<file path="config.mk">
export PLATFORM = sky130hd
export DESIGN_NAME = i2c_register_access_sequencer_core
export DESIGN_NICKNAME = d
export VERILOG_FILES = /design/src/design/i2cras_pkg.sv /design/src/design/i2cras_seq.sv /design/src/design/i2cras_outq.sv /design/src/design/i2c_register_access_sequencer_core.sv
export SDC_FILE = /design/constraint.sdc
export NUM_CORES = 1
export LEC_CHECK = 0
export ABC_AREA = 1
export BUFFER_PORTS_ARGS = -buffer_cell sky130_fd_sc_hd__buf_2
export CAP_MARGIN = 20
export CORE_MARGIN = 2
export CORE_UTILIZATION = 51
export CTS_CLUSTER_DIAMETER = 50
export DETAILED_ROUTE_END_ITERATION = 8
export PLACE_DENSITY_LB_ADDON = 0.15
export SETUP_SLACK_MARGIN = 0.05
export SYNTH_ARGS = -nofsm -noshare
export SYNTH_HDL_FRONTEND = slang
export SYNTH_SLANG_ARGS = --single-unit
</file>
<file path="constraint.sdc">
create_clock -name clk -period 2.8 [get_ports clk]
set_input_delay 0.42 -clock clk [delete_from_list [all_inputs] [get_ports clk]]
set_output_delay 0.42 -clock clk [all_outputs]
set_load 0.03 [all_outputs]
</file>
<file path="src/design/i2cras_pkg.sv">
// Package for the I2C register access sequencer: request and result codes,
// phase encoding and the item and result types shared by the modules.
// No dependencies.
`timescale 1ns / 1ps

package i2cras_pkg;

  // Request kinds carried on the input channel's tuser
  localparam logic [2:0] REQ_WRITE   = 3'd0;
  localparam logic [2:0] REQ_READ    = 3'd1;
  localparam logic [2:0] REQ_TX_DONE = 3'd2;
  localparam logic [2:0] REQ_RX_FULL = 3'd3;
  localparam logic [2:0] REQ_TICK    = 3'd4;

  // Result kinds carried on the output channel's tuser
  localparam logic [1:0] KIND_CMD    = 2'd0;
  localparam logic [1:0] KIND_DATA   = 2'd1;
  localparam logic [1:0] KIND_FINISH = 2'd2;

  // Finish status codes
  localparam logic [1:0] ST_OK      = 2'd0;
  localparam logic [1:0] ST_NAK     = 2'd1;
  localparam logic [1:0] ST_BYTE_TO = 2'd2;
  localparam logic [1:0] ST_BUS_TO  = 2'd3;

  localparam logic [15:0] TIMEOUT_RESET = 16'd10000;
  localparam int          MAX_READ_LEN  = 255;

  typedef enum logic [2:0] {
    PH_IDLE,
    PH_BUSWAIT,
    PH_ADDRW,
    PH_REG,
    PH_ADDRR,
    PH_WDATA,
    PH_RECV
  } phase_t;

  typedef struct packed {
    logic [2:0] req_type;
    logic [6:0] device_address;
    logic [7:0] register_index;
    logic [7:0] write_value;
    logic [7:0] read_length;
    logic       nak_seen;
    logic [7:0] received_byte;
    logic       bus_busy;
  } item_t;

  typedef struct packed {
    logic [1:0] result_kind;
    logic [7:0] command_byte;
    logic       command_start;
    logic       command_stop;
    logic       command_receive;
    logic       command_nak;
    logic [7:0] data_byte;
    logic [1:0] finish_status;
    logic       last_of_run;
  } res_t;

endpackage

</file>
<file path="src/design/i2cras_seq.sv">
// Transaction sequencer: phase machine, transaction registers and the
// combinational step that turns one request into up to two results.
// Depends on i2cras_pkg.
`timescale 1ns / 1ps

module i2cras_seq
  import i2cras_pkg::*;
(
  input  logic        clk,
  input  logic        rst_n,
  input  logic        cfg_we,
  input  logic [15:0] cfg_data,
  input  logic        step,
  input  item_t       item,
  output res_t        res0,
  output res_t        res1,
  output logic [1:0]  res_cnt
);

  phase_t      phase_r, phase_nxt;
  logic        is_read_r, is_read_nxt;
  logic [6:0]  tgt_r, tgt_nxt;
  logic [7:0]  reg_r, reg_nxt;
  logic [7:0]  wdata_r, wdata_nxt;
  logic [7:0]  left_r, left_nxt;
  logic [15:0] wait_r, wait_nxt;
  logic [15:0] timeout_r;

  logic        start_req, is_tick, tx_done, rx_full, busy, nak, timed_out, zero_rd;
  logic [7:0]  len_sat, left_dec, addr_w, addr_r;

  function automatic res_t mk_cmd(input logic [7:0] b, input logic st, input logic sp,
                                  input logic rx, input logic nk);
    res_t r;
    r                 = '0;
    r.result_kind     = KIND_CMD;
    r.command_byte    = b;
    r.command_start   = st;
    r.command_stop    = sp;
    r.command_receive = rx;
    r.command_nak     = nk;
    return r;
  endfunction

  function automatic res_t mk_fin(input logic [1:0] status);
    res_t r;
    r               = '0;
    r.result_kind   = KIND_FINISH;
    r.finish_status = status;
    return r;
  endfunction

  function automatic res_t mk_data(input logic [7:0] d);
    res_t r;
    r             = '0;
    r.result_kind = KIND_DATA;
    r.data_byte   = d;
    return r;
  endfunction

  assign start_req = (item.req_type == REQ_WRITE) || (item.req_type == REQ_READ);
  assign is_tick   = (item.req_type == REQ_TICK);
  assign tx_done   = (item.req_type == REQ_TX_DONE);
  assign rx_full   = (item.req_type == REQ_RX_FULL);
  assign busy      = item.bus_busy;
  assign nak       = item.nak_seen;
  assign timed_out = (wait_r >= timeout_r);
  assign len_sat   = ({8'd0, item.read_length} > 16'(MAX_READ_LEN)) ?
                     8'(MAX_READ_LEN) : item.read_length;
  assign zero_rd   = (item.req_type == REQ_READ) && (len_sat == 8'd0);
  assign left_dec  = (left_r != 8'd0) ? (left_r - 8'd1) : 8'd0;
  assign addr_w    = {tgt_r, 1'b0};
  assign addr_r    = {tgt_r, 1'b1};

  // Next phase
  always_comb begin
    phase_nxt = phase_r;
    if (step) begin
      case (phase_r)
        PH_IDLE: begin
          if (start_req) begin
            if (zero_rd)   phase_nxt = PH_IDLE;
            else if (!busy) phase_nxt = PH_ADDRW;
            else           phase_nxt = PH_BUSWAIT;
          end
        end
        PH_BUSWAIT: begin
          if (!busy)                      phase_nxt = PH_ADDRW;
          else if (is_tick && timed_out)  phase_nxt = PH_IDLE;
        end
        PH_ADDRW: begin
          if (tx_done)                    phase_nxt = nak ? PH_IDLE : PH_REG;
          else if (is_tick && timed_out)  phase_nxt = PH_IDLE;
        end
        PH_REG: begin
          if (tx_done)
            phase_nxt = nak ? PH_IDLE : (is_read_r ? PH_ADDRR : PH_WDATA);
          else if (is_tick && timed_out)  phase_nxt = PH_IDLE;
        end
        PH_ADDRR: begin
          if (tx_done)                    phase_nxt = nak ? PH_IDLE : PH_RECV;
          else if (is_tick && timed_out)  phase_nxt = PH_IDLE;
        end
        PH_WDATA: begin
          if (tx_done || (is_tick && timed_out)) phase_nxt = PH_IDLE;
        end
        PH_RECV: begin
          if (rx_full)                    phase_nxt = (left_dec == 8'd0) ? PH_IDLE : PH_RECV;
          else if (is_tick && timed_out)  phase_nxt = PH_IDLE;
        end
        default: phase_nxt = PH_IDLE;
      endcase
    end
  end

  // Results and transaction registers
  always_comb begin
    res0        = '0;
    res1        = '0;
    res_cnt     = 2'd0;
    is_read_nxt = is_read_r;
    tgt_nxt     = tgt_r;
    reg_nxt     = reg_r;
    wdata_nxt   = wdata_r;
    left_nxt    = left_r;
    wait_nxt    = wait_r;
    if (step) begin
      case (phase_r)
        PH_IDLE: begin
          if (start_req) begin
            is_read_nxt = (item.req_type == REQ_READ);
            tgt_nxt     = item.device_address;
            reg_nxt     = item.register_index;
            wdata_nxt   = item.write_value;
            left_nxt    = len_sat;
            wait_nxt    = 16'd0;
            if (zero_rd) begin
              res0    = mk_fin(ST_OK);
              res_cnt = 2'd1;
            end else if (!busy) begin
              res0    = mk_cmd({item.device_address, 1'b0}, 1'b1, 1'b0, 1'b0, 1'b0);
              res_cnt = 2'd1;
            end
          end
        end
        PH_BUSWAIT: begin
          if (!busy) begin
            res0    = mk_cmd(addr_w, 1'b1, 1'b0, 1'b0, 1'b0);
            res_cnt = 2'd1;
          end else if (is_tick && timed_out) begin
            res0    = mk_fin(ST_BUS_TO);
            res_cnt = 2'd1;
          end else if (is_tick) begin
            wait_nxt = wait_r + 16'd1;
          end
        end
        PH_ADDRW, PH_REG, PH_ADDRR, PH_WDATA: begin
          if (tx_done) begin
            res_cnt = 2'd1;
            if (phase_r == PH_WDATA) begin
              res0 = mk_fin(ST_OK);
            end else if (nak) begin
              // Repeat the refused byte with STOP, then report the NAK
              res0    = mk_cmd((phase_r == PH_ADDRW) ? addr_w :
                               (phase_r == PH_REG) ? reg_r : addr_r,
                               1'b0, 1'b1, 1'b0, 1'b0);
              res1    = mk_fin(ST_NAK);
              res_cnt = 2'd2;
            end else if (phase_r == PH_ADDRW) begin
              res0 = mk_cmd(reg_r, 1'b0, 1'b0, 1'b0, 1'b0);
            end else if (phase_r == PH_REG) begin
              res0 = is_read_r ? mk_cmd(addr_r, 1'b1, 1'b0, 1'b0, 1'b0)
                               : mk_cmd(wdata_r, 1'b0, 1'b1, 1'b0, 1'b0);
            end else begin
              res0 = mk_cmd(8'd0, 1'b0, left_r <= 8'd1, 1'b1, left_r <= 8'd1);
            end
          end else if (is_tick && timed_out) begin
            res0    = mk_fin(ST_BYTE_TO);
            res_cnt = 2'd1;
          end else if (is_tick) begin
            wait_nxt = wait_r + 16'd1;
          end
        end
        PH_RECV: begin
          if (rx_full) begin
            left_nxt = left_dec;
            res0     = mk_data(item.received_byte);
            res1     = (left_dec == 8'd0) ? mk_fin(ST_OK) :
                       mk_cmd(8'd0, 1'b0, left_dec <= 8'd1, 1'b1, left_dec <= 8'd1);
            res_cnt  = 2'd2;
          end else if (is_tick && timed_out) begin
            res0    = mk_fin(ST_BYTE_TO);
            res_cnt = 2'd1;
          end else if (is_tick) begin
            wait_nxt = wait_r + 16'd1;
          end
        end
        default: ;
      endcase
      // Every emitted result restarts the wait counter
      if (res_cnt != 2'd0) wait_nxt = 16'd0;
      if (res_cnt == 2'd1) res0.last_of_run = 1'b1;
      if (res_cnt == 2'd2) res1.last_of_run = 1'b1;
    end
  end

  always_ff @(posedge clk) begin
    if (!rst_n) begin
      phase_r   <= PH_IDLE;
      is_read_r <= 1'b0;
      tgt_r     <= '0;
      reg_r     <= '0;
      wdata_r   <= '0;
      left_r    <= '0;
      wait_r    <= '0;
      timeout_r <= TIMEOUT_RESET;
    end else begin
      phase_r   <= phase_nxt;
      is_read_r <= is_read_nxt;
      tgt_r     <= tgt_nxt;
      reg_r     <= reg_nxt;
      wdata_r   <= wdata_nxt;
      left_r    <= left_nxt;
      wait_r    <= wait_nxt;
      if (cfg_we) timeout_r <= cfg_data;
    end
  end

endmodule

</file>
<file path="src/design/i2cras_outq.sv">
// Result queue: four entries, takes up to two results per cycle and hands
// out one per cycle on the output stream while pop_ready is high.
// Depends on i2cras_pkg.
`timescale 1ns / 1ps

module i2cras_outq
  import i2cras_pkg::*;
(
  input  logic       clk,
  input  logic       rst_n,
  input  res_t       push0,
  input  res_t       push1,
  input  logic [1:0] push_cnt,
  output logic       room2,
  output logic       pop_valid,
  input  logic       pop_ready,
  output res_t       pop_data
);

  localparam int DEPTH = 4;
  localparam int AW    = $clog2(DEPTH);

  res_t          mem_r [DEPTH];
  logic [AW-1:0] wr_ptr_r, rd_ptr_r;
  logic [AW:0]   cnt_r;
  logic          pop;

  assign pop_valid = (cnt_r != '0);
  assign pop_data  = mem_r[rd_ptr_r];
  assign pop       = pop_valid && pop_ready;
  assign room2     = (cnt_r <= (AW+1)'(DEPTH - 2));

  always_ff @(posedge clk) begin
    if (push_cnt != 2'd0) mem_r[wr_ptr_r] <= push0;
    if (push_cnt == 2'd2) mem_r[wr_ptr_r + AW'(1)] <= push1;
  end

  always_ff @(posedge clk) begin
    if (!rst_n) begin
      wr_ptr_r <= '0;
      rd_ptr_r <= '0;
      cnt_r    <= '0;
    end else begin
      wr_ptr_r <= wr_ptr_r + AW'(push_cnt);
      rd_ptr_r <= rd_ptr_r + AW'(pop);
      cnt_r    <= cnt_r + (AW+1)'(push_cnt) - (AW+1)'(pop);
    end
  end

endmodule

</file>
<file path="src/design/i2c_register_access_sequencer_core.sv">
// Top level of the I2C register access sequencer: input request register,
// sequencer and result queue. Depends on i2cras_pkg, i2cras_seq, i2cras_outq.
`timescale 1ns / 1ps

// Usage:
// - in_*  : requests (write/read requests, transmit done, receive full and
//   microsecond ticks), kind in in_tuser, everything else in in_tdata.
// - out_* : results, one per beat: engine byte commands, read data bytes and
//   transaction-finished reports. out_tlast marks the last result caused by
//   one request; a request causes zero, one or two results.
// - cfg_* : write of the tick limit for bus and byte waits; always ready.
//   Write only while idle.
// Timing: a request is captured in the input register and stepped through
// the sequencer once the queue has room for two results; its results are
// registered in a four-entry queue before they show on out_*.
// Throughput is one request per cycle while the queue has room; the queue
// drains one result per cycle while out_tready is high, so a steady run of
// two-result requests (read data bytes) is held to the queue's drain rate.
// A stalled receiver fills the queue; the input register then holds and
// in_tready drops until two entries are free again.
// Reset (rst_n low, synchronous) returns the sequencer to idle, empties the
// queue and loads the tick limit with 10000.

module i2c_register_access_sequencer_core
  import i2cras_pkg::*;
(
  input  logic        clk,
  input  logic        rst_n,
  input  logic        in_tvalid,
  output logic        in_tready,
  // [6:0] device_address, [14:7] register_index, [22:15] write_value,
  // [30:23] read_length, [31] nak_seen, [39:32] received_byte, [40] bus_busy
  input  logic [47:0] in_tdata,
  // [2:0] req_type
  input  logic [2:0]  in_tuser,
  output logic        out_tvalid,
  input  logic        out_tready,
  // [7:0] command_byte, [8] command_start, [9] command_stop,
  // [10] command_receive, [11] command_nak, [19:12] data_byte,
  // [21:20] finish_status
  output logic [23:0] out_tdata,
  // [1:0] result_kind
  output logic [1:0]  out_tuser,
  output logic        out_tlast,
  input  logic        cfg_tvalid,
  output logic        cfg_tready,
  // [15:0] tick limit
  input  logic [15:0] cfg_tdata
);

  item_t      item_r;
  logic       vld_r;
  logic       room2, step;
  res_t       res0, res1, head;
  logic [1:0] res_cnt;

  // Step the held request once the queue can absorb two results
  assign step       = vld_r && room2;
  assign in_tready  = !vld_r || step;
  assign cfg_tready = 1'b1;

  // Hold the request; payload needs no reset
  always_ff @(posedge clk) begin
    if (in_tvalid && in_tready) begin
      item_r.req_type       <= in_tuser;
      item_r.device_address <= in_tdata[6:0];
      item_r.register_index <= in_tdata[14:7];
      item_r.write_value    <= in_tdata[22:15];
      item_r.read_length    <= in_tdata[30:23];
      item_r.nak_seen       <= in_tdata[31];
      item_r.received_byte  <= in_tdata[39:32];
      item_r.bus_busy       <= in_tdata[40];
    end
  end

  always_ff @(posedge clk) begin
    if (!rst_n) begin
      vld_r <= 1'b0;
    end else if (in_tready) begin
      vld_r <= in_tvalid;
    end
  end

  i2cras_seq u_seq (
    .clk      (clk),
    .rst_n    (rst_n),
    .cfg_we   (cfg_tvalid && cfg_tready),
    .cfg_data (cfg_tdata),
    .step     (step),
    .item     (item_r),
    .res0     (res0),
    .res1     (res1),
    .res_cnt  (res_cnt)
  );

  i2cras_outq u_outq (
    .clk       (clk),
    .rst_n     (rst_n),
    .push0     (res0),
    .push1     (res1),
    .push_cnt  (res_cnt),
    .room2     (room2),
    .pop_valid (out_tvalid),
    .pop_ready (out_tready),
    .pop_data  (head)
  );

  assign out_tuser = head.result_kind;
  assign out_tlast = head.last_of_run;
  assign out_tdata = {2'b00, head.finish_status, head.data_byte, head.command_nak,
                      head.command_receive, head.command_stop, head.command_start,
                      head.command_byte};

endmodule

</file>
* After elaboration in Yosys (flattened, before gate mapping)
Memories as Yosys holds them, arrays and structs flattened. A register that Yosys moved wholly into a read port is not among the register bits.
Cells that the tools add are included.
** Storage, ports and cells
- Register bits :: 119
- RAM bits :: 100
- Bits of input ports :: 72
- Output and inout bits :: 30
- Memories kept :: 1
** Cells by class
- $add $sub $neg :: 7
- $lt $le $gt $ge :: 4
- Eq/ne operators :: 20
- Multiplexer cells :: 71
- Reduce and logical (&&, ||, !) cells :: 24
** Memory list
- u_outq.mem_r :: depth 4, width 25, read ports 1, clocked after memory_dff 1, write ports 2, line i2cras_outq.sv:23 : res_t mem_r [DEPTH];
** Operator list (number)
- 25-bit two-way mux :: 18
- 16-bit two-way mux :: 7
- 25-bit case mux with 4 select lines :: 1
- 16-bit case mux with 4 select lines :: 1
- 25-bit case mux with 2 select lines :: 1
- 23-bit two-way mux :: 2
- 8-bit two-way mux :: 5
- 3-bit two-way mux :: 12
- 2-bit two-way mux :: 12
- 3-bit case mux with 7 select lines :: 1
- 16-bit by 1-bit adder with 16-bit output, second input constant :: 1
- 16-bit >= comparator :: 1
- 8-bit by 1-bit <= comparator with 1-bit output, second input constant :: 2
- 8-bit zero test :: 2
- 8-bit case mux with 2 select lines :: 1
- 3-bit by 2-bit equality test with 1-bit output, second input constant :: 4
- 3-bit equality test, second input constant :: 4
- 1-bit two-way mux :: 9
- 2-bit case mux with 4 select lines :: 1
- 8-bit nonzero test :: 1
- 8-bit by 1-bit subtractor with 8-bit output, second input constant :: 1
- 3-bit by 1-bit equality test with 1-bit output, second input constant :: 2
- 3-bit zero test :: 2
- 2-bit by 1-bit != test with 1-bit output, second input constant :: 3
- other kinds (21) :: 32

* Logic depth before layout (Yosys ltp)
Gate-level depths: netlist (run 1).
- Depth in word-level cells :: 10
- Gate-level depth with buffers :: 24
- Mapped depth without buffers :: 24

* By module
A second synthesis (run 1) with hierarchy kept.
** Second synthesis, totals
- Cells, all modules :: 1354
- Area, all modules :: 11911.4 um^2
** Modules (own cells, without submodules)
- i2cras_outq :: times used 1, cells each 544, area each 5676.7 um^2, seq. area each 3143.0 um^2
- i2cras_seq :: times used 1, cells each 752, area each 4824.6 um^2, seq. area each 1341.3 um^2
- i2c_register_access_sequencer_core :: times used 1, cells each 58, area each 1410.1 um^2, seq. area each 1341.3 um^2

* Worst setup path after synthesis (run 1)
Ideal clock, no wire load.
- Kind :: flip-flop to flip-flop
- From :: register u_outq.cnt_r[1]
- To :: register item_r[0] (netlist name), enable pin
- Setup time :: 0.446 ns
- Arrival time :: 2.395 ns
- Required time :: 2.354 ns
- Path slack :: -0.040 ns
- Stages on the path, launching flop included :: 4
- Cell sequence :: dfxtp_1 -> a21oi_1 -> nor2_1 -> nor2_1
** On the way
- Longest elaborated chain between the ends :: 4
** RTL lines
- from (decl) :: line i2cras_outq.sv:25 : logic [AW:0] cnt_r;
- from (signal assigned) :: line i2cras_outq.sv:46 : cnt_r <= cnt_r + (AW+1)'(push_cnt) - (AW+1)'(pop);
- 3-bit by 2-bit <= comparator with 1-bit output :: line i2cras_outq.sv:31 : assign room2 = (cnt_r <= (AW+1)'(DEPTH - 2));
- 1-bit logical AND :: line i2c_register_access_sequencer_core.sv:58 : assign step = vld_r && room2;
- 1-bit logical OR :: line i2c_register_access_sequencer_core.sv:59 : assign in_tready = !vld_r || step;
- 1-bit logical AND :: line i2c_register_access_sequencer_core.sv:64 : if (in_tvalid && in_tready) begin
- to (decl) :: line i2c_register_access_sequencer_core.sv:51 : item_t item_r;
Every way passes these cells.
A chain may end at the register's enable or synchronous reset.

* Worst setup path after layout (run 1)
- From :: register u_seq.timeout_r[7]
- To :: register u_outq.cnt_r[2]
** On the way
- Longest elaborated chain between the ends :: 9
** RTL lines
- from (decl) :: line i2cras_seq.sv:27 : logic [15:0] timeout_r;
- from (signal assigned) :: line i2cras_seq.sv:225 : if (cfg_we) timeout_r <= cfg_data;
- 16-bit >= comparator (*) :: line i2cras_seq.sv:67 : assign timed_out = (wait_r >= timeout_r);
- 1-bit logical AND (*) :: line i2cras_seq.sv:150, i2cras_seq.sv:177, i2cras_seq.sv:191
- 1-bit two-way mux (*) :: line i2cras_seq.sv:150, i2cras_seq.sv:177, i2cras_seq.sv:191
- 2-bit two-way mux, on equally long branches :: line i2cras_seq.sv:185, i2cras_seq.sv:147, i2cras_seq.sv:158
- 2-bit case mux with 4 select lines (*) :: line i2cras_seq.sv:128 : case (phase_r)
- 2-bit two-way mux (*) (2 in series) :: line i2cras_seq.sv:127 : if (step) begin
- 3-bit by 2-bit adder with 3-bit output (*) :: line i2cras_outq.sv:46
- 3-bit by 1-bit subtractor with 3-bit output (*) :: line i2cras_outq.sv:46
Mark *: on every way between the ends. The rest lies on a longest branch, timed or not. The select of a mux whose other input is x is not followed.

==> impl_metrics.csv, run 1 <==
group,metric,value,unit
yosys,synthCells,1459,
worst_setup_path,reg2reg_to,"u_outq.cnt_r[2]$_SDFF_PN0_",
place,place_ws,27.2,ps
worst_hold_path,whs_path_depth,1,
clock_network,clock-sinks,219,
pwr,p_switching,3.22,mW
final_layout,drive_above_1_share,17.7,%
yosys,yosys_warnings,0,
pwr,p_sw_share,33.5,%
worst_setup_path,crit_arrival,3050,ps
worst_setup_path,rr_startpoint,"u_seq.timeout_r[7]$_SDFFE_PN0P_",
drt,remaining_drc_errors,0,
job,cap_violations,0,
floorplan,die_h,152,um
final_layout,instances_no_fill,1853,
timing,rsz0062_at_grt,"true",
timing,hold_viol,0,
worst_setup_path,cp.buffers_inverters,5,
worst_hold_path,whs_endpoint,"item_r[11]$_DFFE_PP_",
worst_setup_path,cp_num_cells,23,
clock_network,cts_made_buffers,27,
pwr,power.density,736,mW/mm^2
clock_network,cts_tree,"yes",
floorplan,ios,102,
grt,grt_usage,24.0,%
drt,drtIter0Drc,617,
yosys,avgSynthCellArea,7.63,um^2
worst_setup_path,critPathRequiredTime,3220,ps
pwr,internal_power,6.40,mW
worst_setup_path,crit_fanout,2,
place,dp.final_hpwl,18.9,mm
pwr,power_frac_comb,26.0,%
place,gp_congestion,0.916,
pwr,p_leak,5.73,nW
yosys,ys_seq_area_share,45.5,%
floorplan,die_w,152,um
clock_network,cts_hold_buf,0,
worst_hold_path,hp-start,"in_tdata[24]",
timing,slew_viol_final,0,
floorplan,row_count,54,
final_layout,final_nets,1651,
yosys,synthDistinctLibCells,47,
final_layout,post-route-cell-area,0.0131,mm^2
floorplan,die_area,0.0230,mm^2
timing,worstMarginPinSlew,600,ps
run_status,status,"finished clean",
drt,viasPerCell,5.34,
final_layout,seq_area,0.00507,mm^2
timing,skew,21.0,ps
worst_setup_path,crit_path_cell_trace,"inv_2 > ha_4 > nand2_2 > inv_2 > nand2_2 > nor2_1 > nor2_1 > nand2_1 > nand2_2 > nand2_2 > nand2_2 > nand2_2 > nand2_2 > nand2_2 > nand2_4 > ha_4 > inv_4 > ha_4 > inv_2 > fa_2 > xor2_1 > inv_1 > nor2_1",
drt,wl_per_cell,15.2,um
yosys,synthSimpleGateAreaFrac,26.7,%
timing,final.period_utilization,93.8,%
grt,grt_pass1_vias,8964,
yosys,synthXorXnorAreaFrac,1.50,%
grt,grt_pass1_wl,44.6,mm
yosys,synthAdderAreaFrac,2.99,%
clock_network,clock_path_buffers,3,
yosys,synth_top_family_by_area,"simple AND/OR/NAND/NOR gates",
worst_setup_path,r2r_cells,23,
clock_network,root_buffer,"clkbuf_16",
floorplan,initial_core_util,51.5,%
yosys,syn_area,0.0111,mm^2
worst_setup_path,crit_type,"reg2reg",
clock_network,clk_pin_slew,60,ps
timing,tns,0,ps
grt,antenna_found_initial,1,
drt,first_pass_iters,8,
worst_setup_path,critPathMostFrequentCell,"nand2_2",
final_layout,diodes,0,
timing,max_slew_margin,59.7,%
pwr,power,9.61,mW
yosys,synthMuxAreaShare,0,%
final_layout,final_core_util,60.4,%
pwr,vdd_drop_max,463,uV
drt,vias,9901,
pwr,pwr-share-seq,37.8,%
drt,routed_wl,28.2,mm
final_layout,layout_commonest_cell,"nand2_1",
yosys,synth-compound-area-share,14.9,%
worst_setup_path,cp_slowest_cell,"fa_2",
grt,grt_overflow,0,
worst_hold_path,min_path_type,"in2reg",
final_layout,final_cell_mix,"nand2_1 (242), nor2_1 (231), dfxtp_1 (147), nand3_1 (131), o21ai_0 (119)",
clock_network,h-tree-depth,1,
timing,finalSetupViolations,0,
floorplan,coreArea,0.0216,mm^2
clock_network,clk_latency,550,ps
place,place_area,0.0119,mm^2
final_layout,fillCellCount,1987,
yosys,ys_seq_elements,219,
final_layout,multi_input_area,0.00535,mm^2
worst_setup_path,ff2ff_setup_slack,170,ps
timing,holdWs,44.5,ps
final_layout,area_growth,17.3,%
pwr,clkPwrFrac,36.1,%
drt,ant_nets,0,
timing,layout_setup_ws,174,ps
worst_setup_path,cpPeakStageDelay,340,ps
timing,max_freq,381,MHz
worst_setup_path,start_kind,"flop",
grt,grt_max_degree,114,
worst_setup_path,crit_family,"adder cells",
place,dp_cells,1800,
worst_setup_path,cp-end-kind,"flop",
timing,min_period,2630,ps
place,io_buffers,91,
cell usage after synthesis (all sizes together):
master   instances  area [um^2]
inv            115          432
dfxtp          151         3020
xor2            16          140
a211oi           9         67.6
nand2          261         1020
nor4             4         31.3
a31oi            7         43.8
xnor2            3         26.3
nand3          133          671
nor2           244          961
conb             2         7.51
and2             1         6.26
nand4           17          106
o211ai          11         82.6
edfxtp          68         2040
nor3            11         60.1
or2              1         6.26
buf             36          294
o221ai           1         8.76
o31ai            1         7.51
o2111ai          4         35.0
ha              25          313
a21boi           1         7.51
o22ai           33          219
fa               1         20.0
a21oi          106          531
clkbuf          51          191
o311ai           1         8.76
o21ai          128          644
o21a             1         7.51
clkinv           2         7.51
nand3b          14          105
what timing repair did:
item                                    in CTS  in global routing
buffers inserted                             0                  3
endpoints found under the setup margin       2                 74
resized for setup                            5                 39
gates cloned                                 0                  1
pin swaps                                    8                 18
power groups by stage:
stage	Combinational (mW)	Clock, mW	Sequential (mW)
after global routing	2.77	3.63	3.66
after global placement	2.40	0	3.69
after CTS	2.43	3.53	3.63
final	2.50	3.47	3.64
after detailed placement	2.42	0	3.69
after floorplan	1.77	0	3.67
flip-flops by register name (all words and copies together) (netlist names):
register / cells
u_seq.wdata_r: 8
vld_r: 1
u_outq.mem_r: 100
u_outq.wr_ptr_r: 2
u_outq.cnt_r: 3
u_seq.reg_r: 8
u_seq.left_r: 8
u_seq.is_read_r: 1
item_r: 44
u_seq.timeout_r: 16
u_outq.rd_ptr_r: 2
u_seq.wait_r: 16
u_seq.tgt_r: 7
u_seq.phase_r: 3
per-layer routing:
metal / share of wire [%] / GRT usage, % / routed length (um)
met2: 47 / 40.1 / 13200
met1: 46 / 32.8 / 13000
met5: 0 / 0 / 0
met3: 5.4 / 2.93 / 1520
met4: 2.0 / 7.04 / 563
worst reg2reg max path: stages (launching register included):
cell and delay (ps):
dfxtp_2 320, inv_2 50, ha_4 270, nand2_2 40, inv_2 50, nand2_2 50, nor2_1 90, nor2_1 50
nand2_1 90, nand2_2 60, nand2_2 70, nand2_2 60, nand2_2 90, nand2_2 50, nand2_2 90, nand2_4 60
ha_4 220, inv_4 50, ha_4 120, inv_2 30, fa_2 340, xor2_1 160, inv_1 60, nor2_1 30
cells by family after synthesis:
kind of cell	Yosys count
buffers and inverters	204
adder cells (fa/ha/maj)	26
XOR/XNOR	19
AO/OA/AOI/OAI	303
flip-flops	219
AND/OR/NAND/NOR	686
other	2
how the worst max path moves through the flow:
stage | startpoint | end | slack [ps]
2_1_floorplan | u_seq.timeout_r[7]$_SDFFE_PN0P_ | u_outq.cnt_r[2]$_SDFF_PN0_ | 90
3_3_place_gp | u_seq.timeout_r[7]$_SDFFE_PN0P_ | u_outq.cnt_r[2]$_SDFF_PN0_ | 50
3_5_place_dp | u_seq.timeout_r[7]$_SDFFE_PN0P_ | u_outq.cnt_r[2]$_SDFF_PN0_ | 30
4_1_cts | u_seq.timeout_r[15]$_SDFFE_PN0P_ | u_outq.cnt_r[2]$_SDFF_PN0_ | 60
5_1_grt | u_seq.timeout_r[13]$_SDFFE_PN1P_ | u_outq.cnt_r[2]$_SDFF_PN0_ | -20
6_report | u_seq.timeout_r[7]$_SDFFE_PN0P_ | u_outq.cnt_r[2]$_SDFF_PN0_ | 170
cell type report:
cell class	instances	share of cell area, %
clock inverter	12	1.02
sequential	219	38.8
clock buffer	37	5.85
multi-input combinational	1037	41.0
tap	280	2.68
timing repair buffer	151	7.23
inverter	117	3.38
No activity file was read; power rests on OpenSTA's default activity.
==> run 2: changes to the inputs <==
- CTS_BUF_LIST: unset -> sky130_fd_sc_hd__clkbuf_2
- REMOVE_ABC_BUFFERS: unset -> 1
- clock period: 2.8 -> 2.6 ns (I/O delays scaled with it)
==> run 2 against run 1 <==
Routed wire length grew 15%. Maximum frequency rose by 1.1%. Setup slack got worse by 170 ps. Design area increased by 12%. Total power grew 1.1%. Flip-flop and latch count unchanged. Core utilization rose by 7.1 points. Clock skew rose by 72 ps. Cell count up 11%. Sequential power is 8.0% higher. Count of clock-buffer cells in the layout rose by 50. Combinational power up 29%.
==> impl_metrics.csv, run 2 (same netlist as run 1, synthesis figures left out) <==
group,metric,value,unit
pwr,power,9.72,mW
worst_setup_path,crit_arrival,3310,ps
timing,rsz0062_at_grt,"true",
drt,wl_per_cell,15.8,um
grt,grt_pass1_wl,49.0,mm
clock_network,clock-sinks,219,
drt,routed_wl,32.5,mm
drt,viasPerCell,5.37,
timing,skew,93.1,ps
final_layout,max_flop_register,"u_outq.mem_r",
worst_setup_path,crit_type,"reg2reg",
final_layout,largest_reg_flops,100,
clock_network,clk_latency,890,ps
place,dp_cells,1838,
clock_network,root_buffer,"clkbuf_2",
worst_setup_path,cp_slowest_cell,"dfxtp_2",
clock_network,h-tree-depth,2,
place,place_ws,-179,ps
final_layout,top_regs,"u_outq.mem_r (100), item_r (44)",
drt,vias,11000,
timing,worstMarginPinSlew,748,ps
grt,grt_max_degree,71,
grt,grt_usage,26.4,%
final_layout,final_core_util,67.5,%
timing,max_slew_margin,49.7,%
worst_setup_path,cpPeakStageDelay,330,ps
place,dp.final_hpwl,18.9,mm
floorplan,die_w,152,um
worst_setup_path,critPathMostFrequentCell,"nand2_2",
final_layout,drive_above_1_share,26.2,%
pwr,p_leak,6.50,nW
timing,layout_setup_ws,3.17,ps
drt,wl_met1,14.1,mm
floorplan,die_area,0.0230,mm^2
final_layout,instances_no_fill,2054,
pwr,power.density,666,mW/mm^2
timing,min_period,2600,ps
clock_network,cts_made_buffers,58,
final_layout,area_growth,31.1,%
drt,wl_met2,15.5,mm
place,io_buffers,91,
drt,route.met3.wl,2.14,mm
grt,grt_pass1_vias,10200,
floorplan,coreArea,0.0216,mm^2
drt,ant_nets,0,
worst_setup_path,crit_path_cell_trace,"inv_2 > ha_4 > nand2_2 > inv_2 > nand2_2 > nor2_1 > nor2_1 > nand2_1 > nand2_2 > nand2_2 > nand2_2 > nand2_2 > nand2_2 > nand2_2 > nand2_4 > ha_4 > inv_4 > ha_4 > inv_2 > fa_2 > xor2_1 > inv_1 > nor2_1",
grt,grt_overflow,0,
worst_setup_path,cp.buffers_inverters,5,
run_status,status,"finished clean",
drt,drtIter0Drc,927,
floorplan,die_h,152,um
job,cap_violations,0,
drt,top_signal_layer_used,"met4",
pwr,vdd_drop_max,336,uV
final_layout,layout_commonest_cell,"nand2_1",
timing,hold_viol,0,
grt,antenna_found_initial,1,
floorplan,initial_core_util,51.5,%
place,gp_congestion,0.898,
worst_setup_path,crit_family,"adder cells",
floorplan,ios,102,
final_layout,final_cell_mix,"nand2_1 (236), nor2_1 (228), dfxtp_1 (139), nand3_1 (121), o21ai_0 (114)",
floorplan,row_count,54,
timing,slew_viol_final,0,
drt,first_pass_iters,5,
worst_setup_path,start_kind,"flop",
timing,finalSetupViolations,0,
timing,max_freq,385,MHz
worst_hold_path,min_path_type,"in2reg",
timing,final.period_utilization,99.9,%
clock_network,clock_path_buffers,3,
worst_setup_path,cp-end-kind,"flop",
clock_network,cts_tree,"yes",
worst_setup_path,crit_fanout,2,
worst_setup_path,critPathRequiredTime,3320,ps
clock_network,clk_pin_slew,100,ps
drt,remaining_drc_errors,0,
final_layout,final_nets,1825,
==> run 2: cell count changes in the layout (fill, tap and decap cells not counted), moves of 8 or more <==
cell,delta
a21oi_2,+24
a21oi_1,-27
clkbuf_16,-21
dfxtp_2,+8
clkbuf_2,+87
nand3_2,+9
clkinv_1,+13
buf_4,+41
dlygate4sd3_1,+72
nand3_1,-10
buf_6,+14
dfxtp_1,-8
==> run 2: power breakdown <==
group,switching [mW],internal (mW)
Sequential,0.153,3.78
Combinational,2.02,1.21
Clock,1.46,1.09
Total,3.63,6.08
==> run 2: timing repair <==
action                                  in CTS  in global routing
resized for setup                           50                110
pin swaps                                   26                 24
setup buffers                               11                  8
endpoints found under the hold margin       67                  0
endpoints found under the setup margin      26                123
hold buffers                                72                  0
cloned                                       2                 16
==> run 2: layout make-up <==
type / count / area, um^2
diodes: 1 / 2.50
repair buffers: 293 / 2510
fillers: 1824 / 7030
inverters: 117 / 452
flip-flops and latches: 219 / 5080
clock buffers: 87 / 435
multi-input cells: 1038 / 5630
clock inverters: 19 / 128
well taps: 280 / 350
==> run 2: stage by stage <==
stage,area [um^2],TNS [ps],hold slack (ps)
floorplan,10600,-48040,435
global placement,12200,-219,452
detailed placement,12200,-243,458
CTS,13800,0,115
global route,14600,-464,142
finish,14600,0,172
==> run 2: worst register-to-register path, delay by kind of cell, from the launching register on <==
kind          cells  cell delay [ps]
xor+xnor          1              150
fa+ha+maj         4              960
buf+inv           5              250
flops             1              330
simple gates     13              810
==> run 2: worst paths after layout <==
kind / cells past startpoint / start / to / slack [ps]
hold / removal: 3 / rst_n / u_outq.rd_ptr_r[1]$_SDFF_PN0_ / 170
setup reg to reg: 23 / u_seq.timeout_r[5]$_SDFFE_PN0P_ / u_outq.cnt_r[2]$_SDFF_PN0_ / 3
hold reg to reg: 2 / u_outq.mem_r[0][22]$_SDFFE_PP0P_ / u_outq.mem_r[0][22]$_SDFFE_PP0P_ / 470
setup / recovery: 23 / u_seq.timeout_r[5]$_SDFFE_PN0P_ / u_outq.cnt_r[2]$_SDFF_PN0_ / 3
==> run 2: routing by layer <==
| layer | GRT usage [%] | up-vias |
|---|---|---|
| li1 | - | 5481 |
| met1 | 34.1 | 5097 |
| met2 | 45.0 | 395 |
| met3 | 4.88 | 67 |
| met4 | 8.33 | 0 |
| met5 | 0 | - |
